`src/hdl/ortm_ram.sv`:
```
module ortm_ram #(
  parameter int WIDTH = 32,
  parameter int DEPTH = 64
) (
  input  logic                                   clk,
  input  logic                                   we,
  input  logic [((DEPTH > 1) ? $clog2(DEPTH) : 1)-1:0] waddr,
  input  logic [WIDTH-1:0]                       wdata,
  input  logic [((DEPTH > 1) ? $clog2(DEPTH) : 1)-1:0] raddr,
  output logic [WIDTH-1:0]                       rdata
);

  logic [WIDTH-1:0] mem [DEPTH];

  // Write port
  always_ff @(posedge clk) begin
    if (we) begin
      mem[waddr] <= wdata;
    end
  end

  // Registered read port
  always_ff @(posedge clk) begin
    rdata <= mem[raddr];
  end

endmodule

```
`config.mk`:
```
export PLATFORM = sky130hd
export DESIGN_NAME = ortm_ram
export DESIGN_NICKNAME = d
export VERILOG_FILES = /design/src/hdl/ortm_ram.sv
export SDC_FILE = /design/constraint.sdc
export NUM_CORES = 2
export LEC_CHECK = 0
export BUFFER_PORTS_ARGS = -buffer_cell sky130_fd_sc_hd__buf_2
export CORE_ASPECT_RATIO = 1.25
export CORE_MARGIN = 4
export CORE_UTILIZATION = 44
export DETAILED_ROUTE_END_ITERATION = 7
export PLACE_DENSITY = 0.58
export SLEW_MARGIN = 40
export SYNTH_ARGS = -nofsm -noshare
export SYNTH_HDL_FRONTEND = slang
export SYNTH_SLANG_ARGS = --single-unit
```
`constraint.sdc`:
```
create_clock -name clk -period 4.56 [get_ports clk]
set_input_delay 0 -clock clk [delete_from_list [all_inputs] [get_ports clk]]
set_output_delay 0 -clock clk [all_outputs]
set_load 0.05 [all_outputs]
```
# ---- Word level (Yosys, flattened, before mapping)
# Memories as Yosys holds them, arrays and structs flattened. A register that Yosys moved wholly into a read port is not among the register bits.
# Cells that the tools add are included.
dict set report word_totals {
  ff_bits 0
  ram_bits 2048
  in_bits 46
  out_inout_bits 32
  wordCells 3
  memories 1
}
# memory words word_bits rd rd_clocked_by_memory_dff wr line
set memory_table {}
lappend memory_table {mem 64 32 1 1 1 13} ;# logic [WIDTH-1:0] mem [DEPTH];
dict set report op_classes {
  muxes 2
}
# cell n
set ops {}
lappend ops {{$mux 1} 2}

# ---- Longest topological paths before layout
dict set report logic_depth {
  word_depth 2
  ltp_mapped 10
  mapped_depth_nobuf 5
}

# ---- Worst setup path before layout
# OpenSTA, ideal clock, no wires.
dict set report synth_timing {
  kind {input to register}
  startpoint {input waddr[3] (netlist bit)}
  endpoint {memory mem[48][0], enable pin}
  setup_time_ps 461
  t_arrival_ps 2699
  required_time_ps 4099
  setup_slack_ps 1400
  stages 4
  n_path_buf 1
  path_cell_list {clkbuf_1 > nor2b_1 > nand4b_1 > nor3_1}
}
# item line
set synth_lines {}
lappend synth_lines {{from (decl)} 7} ;# input logic [((DEPTH > 1) ? $clog2(DEPTH) : 1)-1:0] waddr,
lappend synth_lines {{to (decl)} 13}
# No word-level cell before the write port.

==> flow_summary.toml <==
[timing]
post-route-period-util_pct = 65.32
fmax_ghz = 0.3357
slew_headroom_pct = 41.70
finalCriticalPeriod_ns = 2.979
finalSetupViolCount = 0
timing.final.ws_setup_ns = 1.581
worst_pin_slew_ns = 0.8713
skew_ns = 0.03584
drv_slew = 0
rsz0062_at_grt = "false"
fin_setup_tns_ns = 0
hold_viol_final = 0

[synthesis]
synth.distinct_cells = 34
ys_ff_latch = 2080
syn-num-nets = 3370
ys_seq_area_share_pct = 79.14
synth_cells = 3324
postSynthAreaPerCell_sq_um = 23.62
ys_warn_count = 0
synth_area_sq_mm = 0.07852

[worst_setup_path]
worst_r2r_path_depth = 4
worst_setup_path_end_kind = "flip-flop"
required_ns = 5.28
path_class = "input pin to flip-flop"
cp_data_arrival_time_ns = 3.70
reg2reg_slack_ns = 2.12
worstPathMaxFanout = 42
startpoint_type = "input pin"
r2r_start = "mem[44][23]"
r2r-end = "rdata[23]"

[die]
dieArea_sq_mm = 0.1853
initial_utilization_pct = 44.18
io_pins = 78
fp-row-count = 173
die_h_microns = 480.3
die-width_microns = 385.8
core_sq_mm = 0.1777

[global_route]
first_global_vias = 38041
grt-ovfl-total = 0
antenna_found_initial = 14
grt_usage_pct = 22.96
grt_pass1_wl_mm = 296.3
grt_max_degree = 69

[route]
wire_per_inst_microns = 33.98
viasPerCell = 5.972
drtPass1Iterations = 7
drtIter0Drc = 4366
ant_nets = 0
drc = 0
via_count = 37047
wirelength_mm = 210.8

[pwr]
p_leak_nw = 28.29
power_switching_mw = 8.568
p_total_mw = 39.88
comb_power_share_pct = 5.7
sw_frac_of_total_pct = 21.49
p_int_mw = 31.31
p_seq_share_pct = 53.4
pwr-share-clk_pct = 40.9
powerDensity_mw_per_mm2 = 440.1
irDropWorstVdd_mv = 0.3438

[layout]
fin_util_pct = 50.99
final_nets = 3717
nFillCells = 13851
drive_gt1_share_pct = 31.14
syn_to_final_growth_pct = 15.41
stdcell_count = 6203

[status]
status = "complete, no violations"

[clock_network]
cts_resized = 0
clockBufferDepth = 3
clock_latency_ns = 0.83
cts_buffers = 198
clkTransAtPathRegs_ns = 0.07
cts-root-buf = "clkbuf_16"
post-cts-setup-buffer-count = 0
cts_max_level = 4
cts_hold_buf = 38
numClockSinks = 2080
cts_tree = "built"

[worst_hold_path]
holdPathEnd = "rdata[13]"
hp-start = "raddr[2]"
worst_hold_path_type = "input pin to flip-flop"
hold_depth = 4

[run]
drv_cap = 0

[place]
dp_slack_ns = 1.272
post-dp-hpwl_mm = 124.3
dp_cells = 5784
port_buffers = 77
gp_congestion = 0.8199
-- final cells by class --
cell class	instances	area (sq um)	area share, %
flip-flops and latches	2080	62140	68.58
multi-input cells	1062	16040	17.70
clock buffers	279	5579	6.157
diodes	4	10.01	0.01105
repair buffers	329	3038	3.353
clock inverters	87	857.1	0.9458
well taps	2362	2955	3.261
-- metal layers --
metal  GRT usage [%]  vias up  share of wire [%]
met3           4.001      273                7.0
met5               0        -                  0
met1           31.18    20286                 39
met4           6.818        0                2.9
li1                -    14973                  -
met2           38.35     1515                 51
-- stage by stage --
stage	cell area, sq um	hold slack, ns
final	90610	0.07527
after global routing	90610	0.03198
after CTS	90360	0.01129
after detailed placement	83540	0.4767
after global placement	83100	0.4768
after floorplan	78520	0.09887
-- synth_stat cells (all sizes together) --
library cell	n	share of area [%]
nand3	5	0.032
nor3	7	0.045
nand2	26	0.12
nand2b	8	0.064
clkbuf	74	0.35
o221ai	27	0.30
and2	2	0.016
buf	108	0.77
a41o	4	0.051
nor2b	15	0.12
o22ai	84	0.67
or3	3	0.024
dfxtp	32	0.82
nand4	2	0.016
nor2	137	0.65
mux4	544	16
mux2i	93	1.2
o32ai	4	0.045
nand3b	5	0.048
edfxtp	2048	78
or3b	5	0.056
and3	4	0.032
a22oi	12	0.11
a311oi	8	0.089
a31oi	1	0.0080
a21oi	62	0.40
or2	3	0.024
nand4b	1	0.011
-- kinds of logic (layout without fill, tap and decap cells) --
logic type	count (synthesis)	count (layout)	share of synthesized area, %
flops	2080	2080	79.14
mux	637	637	16.79
simple gates	223	223	1.265
compound gates	202	202	1.673
buf+inv	182	695	1.128
other cells	0	4	0
-- state kept, by name, indices dropped and copies added (netlist names) --
signal and flops:
mem 2048, rdata 32
-- cell usage in the layout, fill, tap and decap left out, types with 16 or more instances in the layout --
master / synthesis / layout
nor2_4: 0 / 62
edfxtp_1: 2048 / 2048
clkbuf_16: 0 / 207
o22ai_1: 84 / 82
mux4_2: 544 / 544
nand2_1: 26 / 23
mux2i_1: 93 / 93
buf_8: 0 / 16
buf_12: 0 / 28
dlygate4sd3_1: 0 / 38
buf_2: 57 / 73
o221ai_1: 27 / 27
a21oi_1: 62 / 60
clkinv_2: 0 / 30
nor2_1: 137 / 75
dfxtp_1: 32 / 32
clkbuf_1: 74 / 58
clkinv_1: 0 / 31
buf_4: 25 / 163
-- how the worst max path moves through the flow --
stage,start,endpoint,slack (ns),depth (start not counted)
finish,raddr[3],rdata[24],1.58,8
global route,raddr[3],rdata[24],1.64,8
CTS,raddr[3],rdata[24],1.70,8
detailed placement,raddr[0],rdata[27],1.27,8
global placement,raddr[0],rdata[18],1.04,7
floorplan,waddr[3],mem[48][0],1.40,4
-- power groups by stage --
stage	sequential [mW]	clock, mW	combinational, mW
2_1_floorplan	21.8	0	1.03
4_1_cts	21.3	16.6	2.28
3_5_place_dp	21.7	0	2.26
6_report	21.3	16.3	2.27
3_3_place_gp	21.7	0	2.22
5_1_grt	21.3	17.4	2.37
-- critical path, stage by stage --
cell and delay (ns):
dlygate4sd3_1 0.56, buf_6 0.54, buf_4 0.47, nand3b_1 0.50, o221ai_1 0.25, a21oi_1 0.70, a21oi_1 0.37, nor2_1 0.19
(Power assumes the default switching activity.)
